### src/sv/kts_pkg.sv
// Shared types and constants for the three-axis Kalman smoother.
// No dependencies; imported by the lane, merge and top-level modules.
`timescale 1ns / 1ps

package kts_pkg;

   localparam int AXES          = 3;   // one filter lane per axis
   localparam int FRAC_BITS_DEF = 16;  // Q16.16 by default
   localparam int SAMPLE_W      = 32;  // sample and estimate width
   localparam int VAR_W         = 32;  // variance width
   localparam int NOISE_W       = 31;  // process / sensor noise register width
   localparam int CSR_IDX_W     = 8;   // register index width on the config port

   // Per-lane status handed to the merge stage
   typedef struct packed {
      logic                       done;
      logic signed [SAMPLE_W-1:0] est;
   } kts_lane_out_type;

endpackage : kts_pkg

### src/sv/kts_lane.sv
// One scalar Kalman filter lane: predict, serial gain division, update.
// Depends on kts_pkg for widths and the lane status struct.
`timescale 1ns / 1ps

module kts_lane #(
   parameter int FRAC_BITS = kts_pkg::FRAC_BITS_DEF
) (
   input  logic                                clock,
   input  logic                                reset,
   input  logic                                start,
   input  logic                                seed,
   input  logic signed [kts_pkg::SAMPLE_W-1:0] sample,
   input  logic        [kts_pkg::NOISE_W-1:0]  q,
   input  logic        [kts_pkg::NOISE_W-1:0]  r,
   input  logic                                ack,
   output logic                                idle,
   output kts_pkg::kts_lane_out_type           lane_out
);
   import kts_pkg::*;

   localparam int ONE_W = FRAC_BITS + 1;
   localparam int NUM_W = 33 + FRAC_BITS;
   localparam int PE_W  = FRAC_BITS + 35;
   localparam int PV_W  = FRAC_BITS + 33;
   localparam int CNT_W = $clog2(FRAC_BITS + 2);
   localparam logic [ONE_W-1:0]        ONE_K  = {1'b1, {FRAC_BITS{1'b0}}};
   localparam logic [CNT_W-1:0]        DIV_N  = CNT_W'(FRAC_BITS + 1);
   localparam logic signed [PE_W-1:0]  HALF_E = PE_W'(1) << (FRAC_BITS - 1);
   localparam logic [PV_W-1:0]         HALF_V = PV_W'(1) << (FRAC_BITS - 1);

   localparam logic [2:0] ST_IDLE = 3'd0;
   localparam logic [2:0] ST_PRED = 3'd1;
   localparam logic [2:0] ST_DIV  = 3'd2;
   localparam logic [2:0] ST_MUL  = 3'd3;
   localparam logic [2:0] ST_FIN  = 3'd4;
   localparam logic [2:0] ST_DONE = 3'd5;

   logic [2:0]                  state_ff, state_in;
   logic signed [SAMPLE_W-1:0]  est_ff, est_in;
   logic [VAR_W-1:0]            var_ff, var_in;
   logic signed [SAMPLE_W-1:0]  sample_ff, sample_in;
   logic [VAR_W-1:0]            p_ff, p_in;
   logic [32:0]                 d_ff, d_in;
   logic [32:0]                 rem_ff, rem_in;
   logic [FRAC_BITS:0]          low_ff, low_in;
   logic [ONE_W-1:0]            quo_ff, quo_in;
   logic [CNT_W-1:0]            cnt_ff, cnt_in;
   logic signed [PE_W-1:0]      pe_ff, pe_in;
   logic [PV_W-1:0]             pv_ff, pv_in;

   logic [32:0]                 p_sum;
   logic [VAR_W-1:0]            p_sat;
   logic [32:0]                 d_sum;
   logic [NUM_W-1:0]            num;
   logic [33:0]                 rem_sh;
   logic                        ge;
   logic [ONE_W-1:0]            k;
   logic signed [32:0]          diff;
   logic signed [PE_W-1:0]      e_r;
   logic signed [34:0]          upd;
   logic signed [35:0]          e_sum;
   logic [PV_W-1:0]             v_r;
   logic [32:0]                 vn;

   always_comb begin
      // predict and form the rounded gain numerator
      p_sum  = {1'b0, var_ff} + {2'b00, q};
      p_sat  = p_sum[32] ? '1 : p_sum[31:0];
      d_sum  = {1'b0, p_sat} + {2'b00, r};
      num    = {1'b0, p_sat, {FRAC_BITS{1'b0}}} + {{(NUM_W-32){1'b0}}, d_sum[32:1]};
      // one restoring division step
      rem_sh = {rem_ff, low_ff[FRAC_BITS]};
      ge     = rem_sh >= {1'b0, d_ff};
      // gain clamp and update terms
      k      = (quo_ff > ONE_K) ? ONE_K : quo_ff;
      diff   = {sample_ff[SAMPLE_W-1], sample_ff} - {est_ff[SAMPLE_W-1], est_ff};
      e_r    = pe_ff + HALF_E;
      upd    = e_r[PE_W-1:FRAC_BITS];
      e_sum  = {{4{est_ff[SAMPLE_W-1]}}, est_ff} + {upd[34], upd};
      v_r    = pv_ff + HALF_V;
      vn     = v_r[FRAC_BITS+32:FRAC_BITS];
   end

   always_comb begin
      state_in  = state_ff;
      est_in    = est_ff;
      var_in    = var_ff;
      sample_in = sample_ff;
      p_in      = p_ff;
      d_in      = d_ff;
      rem_in    = rem_ff;
      low_in    = low_ff;
      quo_in    = quo_ff;
      cnt_in    = cnt_ff;
      pe_in     = pe_ff;
      pv_in     = pv_ff;
      unique case (state_ff)
         ST_IDLE: begin
            if (start) begin
               sample_in = sample;
               if (seed) begin
                  est_in = sample;
                  var_in = VAR_W'(ONE_K);
               end
               state_in = ST_PRED;
            end
         end
         ST_PRED: begin
            p_in   = p_sat;
            d_in   = d_sum;
            rem_in = {1'b0, num[NUM_W-1:FRAC_BITS+1]};
            low_in = num[FRAC_BITS:0];
            quo_in = '0;
            cnt_in = '0;
            // zero divisor: gain stays zero
            state_in = (d_sum == '0) ? ST_MUL : ST_DIV;
         end
         ST_DIV: begin
            rem_in = ge ? 33'(rem_sh - {1'b0, d_ff}) : rem_sh[32:0];
            low_in = low_ff << 1;
            quo_in = {quo_ff[FRAC_BITS-1:0], ge};
            cnt_in = cnt_ff + 1'b1;
            if (cnt_ff == DIV_N - 1'b1) begin
               state_in = ST_MUL;
            end
         end
         ST_MUL: begin
            pe_in    = PE_W'($signed({1'b0, k}) * diff);
            pv_in    = PV_W'(p_ff * (ONE_K - k));
            state_in = ST_FIN;
         end
         ST_FIN: begin
            if (e_sum[35:31] == 5'b00000 || e_sum[35:31] == 5'b11111) begin
               est_in = e_sum[31:0];
            end else begin
               est_in = e_sum[35] ? {1'b1, {(SAMPLE_W-1){1'b0}}}
                                  : {1'b0, {(SAMPLE_W-1){1'b1}}};
            end
            var_in   = vn[32] ? '1 : vn[31:0];
            state_in = ST_DONE;
         end
         ST_DONE: begin
            if (ack) begin
               state_in = ST_IDLE;
            end
         end
         default: state_in = ST_IDLE;
      endcase
   end

   always_ff @(posedge clock) begin
      if (reset) begin
         state_ff <= ST_IDLE;
         est_ff   <= '0;
         var_ff   <= VAR_W'(ONE_K);
      end else begin
         state_ff <= state_in;
         est_ff   <= est_in;
         var_ff   <= var_in;
      end
      sample_ff <= sample_in;
      p_ff      <= p_in;
      d_ff      <= d_in;
      rem_ff    <= rem_in;
      low_ff    <= low_in;
      quo_ff    <= quo_in;
      cnt_ff    <= cnt_in;
      pe_ff     <= pe_in;
      pv_ff     <= pv_in;
   end

   assign idle          = (state_ff == ST_IDLE);
   assign lane_out.done = (state_ff == ST_DONE);
   assign lane_out.est  = est_ff;

endmodule : kts_lane

### config.mk
export PLATFORM = sky130hd
export DESIGN_NAME = kts_lane
export DESIGN_NICKNAME = d
export VERILOG_FILES = /design/src/sv/kts_pkg.sv /design/src/sv/kts_lane.sv
export SDC_FILE = /design/constraint.sdc
export NUM_CORES = 2
export LEC_CHECK = 0
export ABC_AREA = 1
export BUFFER_PORTS_ARGS = -buffer_cell sky130_fd_sc_hd__buf_2
export CELL_PAD_IN_SITES_DETAIL_PLACEMENT = 0
export CELL_PAD_IN_SITES_GLOBAL_PLACEMENT = 2
export CORE_AREA = 4 4 418 420
export CTS_BUF_LIST = sky130_fd_sc_hd__clkbuf_8 sky130_fd_sc_hd__clkbuf_16
export DETAILED_ROUTE_END_ITERATION = 12
export DIE_AREA = 0 0 422 424
export PLACE_DENSITY_LB_ADDON = 0.15
export SLEW_MARGIN = 30
export SYNTH_ARGS = -nofsm -noshare
export SYNTH_HDL_FRONTEND = slang
export SYNTH_SLANG_ARGS = --single-unit
### constraint.sdc
create_clock -name clock -period 8.1 [get_ports clock]
set_input_delay 1.62 -clock clock [delete_from_list [all_inputs] [get_ports clock]]
set_output_delay 1.62 -clock clock [all_outputs]
set_load 0.05 [all_outputs]
==> flow_metrics.tcl <==
set metrics [dict create \
    status "completed" \
    io_pins 133 \
    syn-cell-area_mm2 0.06121 \
    dr_total_vias 53767 \
    synth_compound_area_frac 0.07949 \
    synthArstFlopShare 0 \
    cp_slowest_cell "fa_1" \
    cts_sinks 306 \
    ant_nets 0 \
    routed_via_density 4.948 \
    grt_pass1_vias 56788 \
    placed_cells 10745 \
    synth_most_common_cell "inv_1" \
    worstHoldPathType "register to register" \
    syn_avg_cell_area_um2 7.797 \
    htree_levels 2 \
    synth_common_cells "inv_1, nand2_1, fa_1, nor2_1, ha_1" \
    final_nets 10163 \
    grt_max_degree 73 \
    arrival_ns 8.33 \
    root_buffer "clkbuf_16" \
    final-max-slew-violation-count 0 \
    row_count 152 \
    cts_made_buffers 41 \
    setup_viol 0 \
    synth-edff-count 239 \
    finalCritPeriodShare 0.9857 \
    slowest_delay_ns 0.53 \
    yosysTopAreaCell "fa_1" \
    yosysWarnings 0 \
    drt_iter0_drc 3154 \
    finalClockSkew_ns 0.06704 \
    synth-xor-area-share 0.03334 \
    wl_mm 235.6 \
    synth_top_family_by_area "adder cells" \
    fmaxAchievable_mhz 125.2 \
    holdBufCountCts 0 \
    critPathLaunchType "register" \
    area_growth_pct 19.44 \
    worstSetupPathType "register to register" \
    clk_latency_ns 0.66 \
    grt_setup_unrepaired "true" \
    cts_tree "yes" \
    relSlewSlack 0.3256 \
    synth_fa_ha_area_frac 0.4242 \
    synth_cell_types 60 \
    clkTransAtPathRegs_ns 0.06 \
    crit_path_end_kind "register" \
    initial_core_util 0.3580 \
    crit_required_ns 8.45 \
    synth_seq_cells 306 \
    die_x_um 422 \
    grt.total_usage 0.2614 \
    hold_viol_final 0 \
    grt_pass1_wl_mm 354.7 \
    gp_congestion 0.9581 \
    instances_no_fill 10867 \
    synthMuxAreaShare 0 \
    die_y_um 424 \
    finalWorstSetupSlack_ns 0.1155 \
    netlist.area_leader.share 0.3333 \
    ys.flop_type "edfxtp_1" \
    holdWs_ns 0.4763 \
    yosys.area_share.simple 0.2001 \
    place_ws_ns -0.6671 \
    firstDrtPassIters 6 \
    core_mm2 0.1710 \
    post-dp-hpwl_mm 201.5 \
    dieArea_mm2 0.1789 \
    overflow 0 \
    post-route-min-period_ns 7.984 \
    antenna_found_initial 4 \
    final_util 0.4276 \
    ys_seq_area_frac 0.1392 \
    synth.area.top_cells "fa_1, edfxtp_1, inv_1" \
    clockBufferDepth 3 \
    drcViolationCount 0 \
    wire_per_inst_um 21.68 \
    cap_violations 0 \
    drive_above_1_share 0.1615 \
    synthCells 7851 \
    cp_max_fo 3 \
    max_slew.worst_pin.slew_ns 1.012 \
    io_buffers 132 \
]
timing repair:
action | 4_1_cts | 5_1_grt
endpoints found under the setup margin | 37 | 56
gates cloned | 0 | 1
resized for setup | 50 | 327
buffers inserted | 3 | 43
pin swaps | 5 | 124
registers in the layout (all words and copies together) (netlist names):
signal and flops:
cnt_ff 5, d_ff 33, est_ff 32, low_ff 17
p_ff 32, pe_ff 36, pv_ff 34, quo_ff 17
rem_ff 33, sample_ff 32, state_ff 3, var_ff 32
layer usage:
metal  routed length (µm)  global-route usage
met5                    0                   0
met4                 9770             0.08362
met3                 9973             0.02271
met2               118200              0.4735
met1                97690              0.3289
metrics by stage:
step | TNS (ns) | area [µm²]
detailed placement | -6.754 | 69780
CTS | -0.04181 | 71440
floorplan | 0 | 61330
finish | 0 | 73110
global route | -1.184 | 73110
global placement | -6.053 | 69760
worst paths after layout:
check                                  start          to  slack (ns)  cells past startpoint
worst max-delay path            sample_ff[0]   pe_ff[49]        0.12                     47
worst min-delay path              var_ff[26]  var_ff[26]        0.48                      2
worst max register to register  sample_ff[0]   pe_ff[49]        0.12                     47
worst min register to register    var_ff[26]  var_ff[26]        0.48                      2
cell families (layout without fill, tap and decap cells):
kind of cell | after synthesis | after routing
simple gates | 2969 | 2969
buf+inv | 1998 | 2750
xor+xnor | 233 | 233
other cells | 2 | 33
compound gates | 879 | 879
flops | 306 | 306
fa+ha+maj | 1464 | 1464
placed cells by master, fill, tap and decap left out, drive strengths merged, types with 4 or more instances in the layout:
master,netlist,routed
xor2,149,149
nand2,1580,1580
o31ai,5,5
buf,54,897
o21ai,274,274
o21bai,17,17
inv,1767,1776
dfxtp,67,67
conb,2,32
nand4,65,65
nand3b,7,7
ha,445,445
xnor2,84,84
and3,6,6
o211ai,19,19
nand3,364,364
and2,6,6
clkbuf,168,43
fa,1019,1019
a21oi,429,429
or2,78,78
nor4,25,25
o21a,28,28
bufinv,0,9
nor3,61,61
edfxtp,239,239
clkinvlp,0,4
a31oi,35,35
a21o,23,23
o221ai,5,5
a211oi,8,8
clkinv,9,21
nor2,775,775
a21boi,17,17
worst max-delay path: cells and delay by family (launching register included):
kind / cells / cell delay, ns
AO/OA/AOI/OAI: 7 / 1.22
XOR/XNOR: 1 / 0.18
adder cells (fa/ha/maj): 9 / 3.74
buffers and inverters: 11 / 0.86
flip-flops: 1 / 0.36
AND/OR/NAND/NOR: 19 / 1.36
cell type report:
cell class                      count  area, µm²
Inverter                         1776       6686
Multi-Input combinational cell   5577      46700
Clock buffer                       42       1040
Tap cell                         2233       2794
Sequential cell                   306       8521
Timing Repair Buffer              898       6899
Fill cell                       17782      97860
Clock inverter                     34      465.4
Antenna cell                        1      2.502
Power is not shown: default switching activity piles up to over one toggle a cycle in this logic, so the estimate is an artifact.
