File: src/sv/kts_pkg.sv
// Shared types and constants for the three-axis Kalman smoother.
// No dependencies; imported by the lane, merge and top-level modules.
`timescale 1ns / 1ps

package kts_pkg;

   localparam int AXES          = 3;   // one filter lane per axis
   localparam int FRAC_BITS_DEF = 16;  // Q16.16 by default
   localparam int SAMPLE_W      = 32;  // sample and estimate width
   localparam int VAR_W         = 32;  // variance width
   localparam int NOISE_W       = 31;  // process / sensor noise register width
   localparam int CSR_IDX_W     = 8;   // register index width on the config port

   // Per-lane status handed to the merge stage
   typedef struct packed {
      logic                       done;
      logic signed [SAMPLE_W-1:0] est;
   } kts_lane_out_type;

endpackage : kts_pkg

File: src/sv/kts_merge.sv
// Merge stage: joins the per-axis lane results into one output item register.
// Depends on kts_pkg for the lane status struct.
`timescale 1ns / 1ps

module kts_merge (
   input  logic                                clock,
   input  logic                                reset,
   input  kts_pkg::kts_lane_out_type           lane_out [kts_pkg::AXES],
   input  logic                                rsp_ready,
   output logic                                lane_ack,
   output logic                                rsp_valid,
   output logic signed [kts_pkg::SAMPLE_W-1:0] rsp_est [kts_pkg::AXES]
);
   import kts_pkg::*;

   logic                       valid_ff, valid_in;
   logic signed [SAMPLE_W-1:0] est_ff [AXES];
   logic [AXES-1:0]            done_vec;
   logic                       all_done;

   always_comb begin
      for (int a = 0; a < AXES; a++) begin
         done_vec[a] = lane_out[a].done;
      end
      all_done = &done_vec;
      // take the item when the output slot is free or draining this cycle
      lane_ack = all_done && (!valid_ff || rsp_ready);
      valid_in = lane_ack || (valid_ff && !rsp_ready);
   end

   always_ff @(posedge clock) begin
      if (reset) begin
         valid_ff <= 1'b0;
      end else begin
         valid_ff <= valid_in;
      end
      for (int a = 0; a < AXES; a++) begin
         if (lane_ack) begin
            est_ff[a] <= lane_out[a].est;
         end
      end
   end

   assign rsp_valid = valid_ff;
   assign rsp_est   = est_ff;

endmodule : kts_merge

File: config.mk
export PLATFORM = sky130hd
export DESIGN_NAME = kts_merge
export DESIGN_NICKNAME = d
export VERILOG_FILES = /design/src/sv/kts_pkg.sv /design/src/sv/kts_merge.sv
export SDC_FILE = /design/constraint.sdc
export NUM_CORES = 1
export LEC_CHECK = 0
export BUFFER_PORTS_ARGS = -buffer_cell sky130_fd_sc_hd__buf_4
export CELL_PAD_IN_SITES_DETAIL_PLACEMENT = 0
export CELL_PAD_IN_SITES_GLOBAL_PLACEMENT = 1
export CORE_ASPECT_RATIO = 0.7
export CORE_MARGIN = 4
export CORE_UTILIZATION = 34
export CTS_BUF_LIST = sky130_fd_sc_hd__clkbuf_4
export CTS_CLUSTER_DIAMETER = 80
export DETAILED_ROUTE_END_ITERATION = 8
export MAX_ROUTING_LAYER = met4
export PLACE_DENSITY = 0.92
export SLEW_MARGIN = 30
export SYNTH_ARGS = -nofsm -noshare
export SYNTH_HDL_FRONTEND = slang
export SYNTH_SLANG_ARGS = --single-unit
File: constraint.sdc
create_clock -name clock -period 8 [get_ports clock]
set_clock_uncertainty 0.1 [all_clocks]
set_input_delay 0.8 -clock clock [delete_from_list [all_inputs] [get_ports clock]]
set_output_delay 0.8 -clock clock [all_outputs]
set_load 0.1 [all_outputs]
==> results of run 1 <==
worst max-delay path, stage by stage:
cell and delay, ps:
buf_4 70, nand3_1 130, nor2b_4 150, buf_4 290
cell families (layout without fill, tap and decap cells):
logic type | after synthesis | count (layout) | synth area share, %
DFF | 97 | 97 | 99.2
and+or+nand+nor | 3 | 3 | 0.599
AOI/OAI and AO/OA | 1 | 1 | 0.171
buffers and inverters | 0 | 217 | 0
cell type report:
class / instances / area, um^2
clock inverter: 5 / 32.5
tap: 105 / 131
timing repair buffer: 201 / 1510
fill: 649 / 3720
sequential: 97 / 2900
multi-input combinational: 4 / 30.0
clock buffer: 11 / 82.6
cell usage after synthesis:
master	number
nor2b_1	1
nand2b_1	1
nand3_1	1
dfxtp_1	1
edfxtp_1	96
a21oi_1	1
per-stage QoR:
step	utilization, %	total power [mW]	instance area, um^2	std cells
finish	55.8	0.963	4690	423
global route	55.8	1.00	4690	423
CTS	55.8	0.978	4690	423
detailed placement	54.4	0.757	4570	407
global placement	54.4	0.754	4570	407
floorplan	-	0.698	2930	101
registers in the layout, indices dropped and copies added (netlist names):
register	flops
rsp_est	96
rsp_valid	1
power groups by stage:
stage                     Sequential, mW  Combinational [mW]  Clock, mW
after floorplan                    0.691             0.00713          0
after global placement             0.590               0.164          0
after detailed placement           0.591               0.166          0
after CTS                          0.580               0.166      0.232
after global routing               0.581               0.170      0.253
final                              0.579               0.165      0.219
per-layer routing:
layer	track usage (%)	part of all wire, %
met1	16.0	39
met5	-	0
met3	8.83	14
met2	20.9	46
met4	2.84	0.66
final timing paths:
| check | startpoint | endpoint | slack, ps | depth (start not counted) |
|---|---|---|---|---|
| max reg2reg | rsp_valid$_SDFF_PP0_ | rsp_est[81]$_DFFE_PP_ | 5810 | 4 |
| min reg2reg | rsp_valid$_SDFF_PP0_ | rsp_valid$_SDFF_PP0_ | 420 | 2 |
| max | lane_out[98] | lane_ack | 5650 | 4 |
| min | reset | rsp_valid$_SDFF_PP0_ | 410 | 2 |
layout by cell type (no fill, tap or decap):
master,Yosys,layout
a21oi_1,1,1
buf_4,0,201
clkbuf_4,0,11
clkinv_1,0,1
clkinv_2,0,1
clkinv_4,0,1
clkinvlp_4,0,2
dfxtp_1,1,1
edfxtp_1,96,96
nand2b_1,1,1
nand3_1,1,1
nor2b_4,0,1
==> results.md, run 1 <==
- Result of the run: finished, final reports clean
- Mapped Cells: between 100 and 150
- Max Cap Viol: 0
- Area of the mapped netlist: roughly 2900 um^2
- 1st-pass router iterations: 4
- Tcrit/Tclk final: around 29%
- WL per Instance: approximately 16 um
- Io pins: 200
- Diode count: 0
- Peak VDD IR: 117 uV
- Die Wd: between 100 and 150 um
- Largest net degree at the start of global routing: 50
- RSZ-0062 raised after global routing: no
- Hold_ws: 409 ps
- Placer Congestion: 0.715
- Share of power burned in registers: 60.1%
- Die area: just over 10,000 um^2
- Setup CP Type: input port to primary output
- Worst-margin pin slew: roughly 630 ps
- Max Freq: around 430 MHz
- Worst-path clk slew: about 130 ps
- Layout Nets: slightly above 400
- Yosys reg bits: between 90 and 100
- Initial Utilization: between 30% and 40%
- HP Class: input port to flip-flop
- Arrival time worst endpoint: around 1500 ps
- GRT overflow: 0
- Number of buffers created by CTS: 9
- Synth area leaders: edfxtp_1, dfxtp_1, nand2b_1
- Vias in the first global route: between 1,500 and 2,000
- Slew headroom: slightly below 60%
- Vias: about 1,800
- Biggest area consumer among synthesized cells: edfxtp_1
- GR Util All Layers: 13.9%
- Final min period: around 2300 ps
- Combinational Power Share: between 15 and 20%
- Layout cells sized above 1: approximately 68%
- Worst skew pair latency: ~420 ps
- Die H: roughly 86 um
- Post-cts repair resize count: 0
- Worst EP required: ~7100 ps
- Synth Net Count: between 200 and 250
- Pint: a little under 700 uW
- Fin. Hold Viols: 0
- Switching power: roughly 270 uW
- TNS Setup: 0 ps
- Number of buffers added on ports: 199
- Setup Buffers After CTS: 0
- Synthesis warning total: 0
- Clk root buf: clkbuf_4
- TritonCTS clock tree: built
- Smallest setup slack after layout: 5650 ps
- Area Growth Syn to Fin: 60.3%
- Cts hold-fix bufs: 0
- CP Capture Type: primary output
- Synth top area share: approximately 100%
- First-pass GRT wire length: 10,200 um
- Clk network pwr share: between 20% and 30%
- Net Sw Frac: about 28%
- P_leak: 1.93 nW
- Antenna Nets Post-Route: 0
- Type of origin of the critical path: input port
- DP Worst Slack: between 5000 and 6000 ps
- H-tree levels: 3
- Initial antenna violation count: 0
- # setup viols final: 0
- DR vias/cell: around 4.3
- Sequential fraction of the synthesis area: between 90 and 100%
- Synth unique cells: 6
- Initial detailed-routing violation count: between 100 and 150
- Site Rows: 28
- Syn avg cell area: 29.0 um^2
- Core Region: 8410 um^2
- Worst-path fanout max: 2
- Maximum buffer depth of the clock tree: 2
- Post-route DRC: 0
- Pwr dens: approximately 210 nW/um^2
- Max-slew violation count: 0
- Final WL: about 7000 um
- CTS Sinks: slightly below 100
Power figures use the tool's default switching activity.
==> run 2: changes to the inputs <==
CORE_UTILIZATION = 30   (was 34)
PLACE_DENSITY = 0.87   (was 0.92)
clock period = 1.98 ns   (was 8 ns; I/O delays follow)
==> run 2 against run 1 <==
  * Die area grew 12%
  * Worst hold slack lost 57 ps
  * First-iteration DRC count shrank 40%
  * Sequential cell count is the same
  * Setup slack lost 5300 ps
  * Sequential share of layout area shrank 12 points
  * Register-to-register slack lost 5300 ps
  * Critical path depth shrank 1
  * Non-clock buffer count grew 104
  * Cell count grew 29%
  * Largest cell class unchanged
==> results.md, run 2 (synthesized netlist as in run 1, its figures left out) <==
- Io pins: 200 (unchanged)
- Origin of the critical flop-to-flop path: rsp_valid$_SDFF_PP0_ (unchanged)
- Pwr dens: 720 nW/um^2 (was 205 nW/um^2)
- Fin. Hold Viols: 0 (unchanged)
- Fillers: 657 (was 649)
- 1st-pass router iterations: 4 (unchanged)
- Final WL: 8760 um (was 6980 um)
- Worst-path clk slew: 130 ps (about the same)
- Arrival time worst endpoint: 1330 ps (was 1450 ps)
- Footprint of the multi-input gates: 30.0 um^2 (unchanged)
- Clk root buf: clkbuf_4 (unchanged)
- Peak VDD IR: 489 uV (was 117 uV)
- Most common cell after layout, fill and taps aside: buf_4 (unchanged)
- Worst skew pair latency: 420 ps (about the same)
- Diode count: 0 (unchanged)
- CTS Sinks: 97 (unchanged)
- TritonCTS clock tree: built (unchanged)
- Vias: 2,225 (was 1,827)
- Tcrit/Tclk final: ~82%
- Slew headroom: 80.8% (was 58.3%)
- HPWL after DPL: a little under 6000 um
- Maximum buffer depth of the clock tree: 2 (unchanged)
- GR Util met2: 26.0% (was 20.9%)
- HP Class: input port to flip-flop (unchanged)
- GRT overflow: 0 (unchanged)
- Worst-margin pin slew: 291 ps (was 626 ps)
- Type of origin of the critical path: flip-flop (was input port)
- Layout Nets: 519 (was 415)
- Die Wd: 126 um (was 119 um)
- Die H: 90.6 um (was 85.6 um)
- R2r setup slk: 480 ps (was 5810 ps)
- GRT Max-Usage Layer: met2 (unchanged)
- Slowest CP cell: dfxtp_4 (was buf_4)
- Reg-to-reg critical path endpoint: rsp_est[31]$_DFFE_PP_ (was rsp_est[81]$_DFFE_PP_)
- P_leak: 2.39 nW (was 1.93 nW)
- WL per Instance: 16.1 um (was 16.5 um)
- Largest net degree at the start of global routing: 27 (was 50)
- Result of the run: finished, final reports clean (unchanged)
- Antenna Nets Post-Route: 0 (unchanged)
- Setup CP Type: flip-flop to primary output (was input port to primary output)
- Hold path cells: 4 (was 2)
- GR Util met1: 17.1% (was 16.0%)
- H-tree levels: 3 (unchanged)
- Hold Startpoint: lane_out[65] (was reset)
- Post-Layout Cell Count: 545 (was 423)
- Most frequent cells in the layout: buf_4, dlygate4sd3_1, edfxtp_1, clkbuf_4, buf_12 (was buf_4, edfxtp_1, clkbuf_4, clkinvlp_4)
- Max-slew violation count: 0 (unchanged)
- First-pass GRT wire length: 13,200 um (was 10,200 um)
- Hold_ws: 352 ps (was 409 ps)
- Number of buffers added on ports: 199 (unchanged)
- # setup viols final: 0 (unchanged)
- Worst-path fanout max: 2 (unchanged)
- WHS Endpoint: rsp_est[77]$_DFFE_PP_ (was rsp_valid$_SDFF_PP0_)
- Final min period: 1630 ps
- Vias in the first global route: 2,528 (was 1,925)
- Area Growth Syn to Fin: 98.2% (was 60.3%)
- Largest register FFs: 96 (unchanged)
- Number of buffers created by CTS: 9 (unchanged)
- Worst EP required: 1680 ps (was 7100 ps)
- Die area: 11,400 um^2 (was 10,200 um^2)
- Max Freq: a little over 600 MHz
- Crit-path cells: nand2b_1 > nor2b_4 > buf_4 (was buf_4 > nand3_1 > nor2b_4 > buf_4)
- Slowest stage delay, CP: 360 ps (was 290 ps)
- Post-route DRC: 0 (unchanged)
- Max Cap Viol: 0 (unchanged)
- # placed instances: 431 (was 407)
- CP top delay family: flip-flops (was buffers and inverters)
- Register Area: 2910 um^2 (was 2900 um^2)
- Layout cells sized above 1: 53.0% (was 68.2%)
- Core Region: 9290 um^2 (was 8410 um^2)
- Site Rows: 29 (was 28)
- CP Capture Type: primary output (unchanged)
- TNS Setup: 0 ps (unchanged)
- Initial antenna violation count: 0 (unchanged)
- DR vias/cell: 4.08 (was 4.32)
- Placer Congestion: 0.764 (was 0.715)
- Post-cts repair resize count: 0 (unchanged)
- WP buf/inv: 1 (was 2)
- RSZ-0062 raised after global routing: no (unchanged)
- Initial detailed-routing violation count: 68 (was 114)
- Reg2Reg Depth: 4 (unchanged)
- Initial Utilization: 31.5% (was 34.8%)
- GR Util All Layers: 15.7% (was 13.9%)
- Met3 GRT Util: 7.03% (was 8.83%)
==> run 2: cell count changes in the layout (fill, tap and decap cells not counted), sizes merged <==
cell         before  now
clkbuf           11   10
bufinv            0    1
buf             201  207
clkinv            3    2
dlygate4sd3       0   98
==> run 2: layout make-up <==
type,instances,area share [%]
repair buffers,305,44.4
flip-flops and latches,97,50.1
multi-input cells,4,0.518
clock buffers,10,1.30
clock inverters,5,0.993
well taps,124,2.68
==> run 2: stage by stage <==
stage | setup slack, ps | utilization [%] | area [um^2] | total power, mW
global placement | 377 | 50.3 | 4680 | 3.07
CTS | 294 | 62.4 | 5800 | 4.23
detailed placement | 379 | 50.3 | 4680 | 3.07
global route | 256 | 62.4 | 5800 | 4.36
finish | 348 | 62.4 | 5800 | 4.18
floorplan | -1010 | - | 2940 | 2.81
==> run 2: power by group <==
part	leakage (nW)	switching [mW]	internal (mW)
logic	1.44	0.518	0.330
clock network	0.0661	0.596	0.391
registers	0.890	0.0170	2.32
==> run 2: worst max path at each step <==
stage / cells after the start / start / slack, ps / endpoint
CTS: 3 / rsp_valid$_SDFF_PP0_ / 290 / lane_ack
global route: 3 / rsp_valid$_SDFF_PP0_ / 260 / lane_ack
detailed placement: 3 / rsp_valid$_SDFF_PP0_ / 380 / lane_ack
global placement: 3 / rsp_valid$_SDFF_PP0_ / 380 / lane_ack
floorplan: 2 / rsp_valid$_SDFF_PP0_ / -1010 / rsp_est[0]$_DFFE_PP_
finish: 3 / rsp_valid$_SDFF_PP0_ / 350 / lane_ack
==> run 2: timing repair <==
| action | CTS | global route |
|---|---|---|
| setup endpoints to repair | 1 | 0 |
| buffers inserted | 1 | 0 |
| endpoints found under the hold margin | 97 | 0 |
| hold buffers | 98 | 0 |
==> run 2: layer usage <==
layer	vias to the layer above	wire [um]
met1	1036	3310
met5	-	0
li1	1036	-
met2	142	4380
met4	0	119
met3	11	957
==> run 2: worst min-delay path, cell delays in order <==
cell	delay, ps
buf_4	110
nand3_1	120
nor2b_4	60
buf_4	210
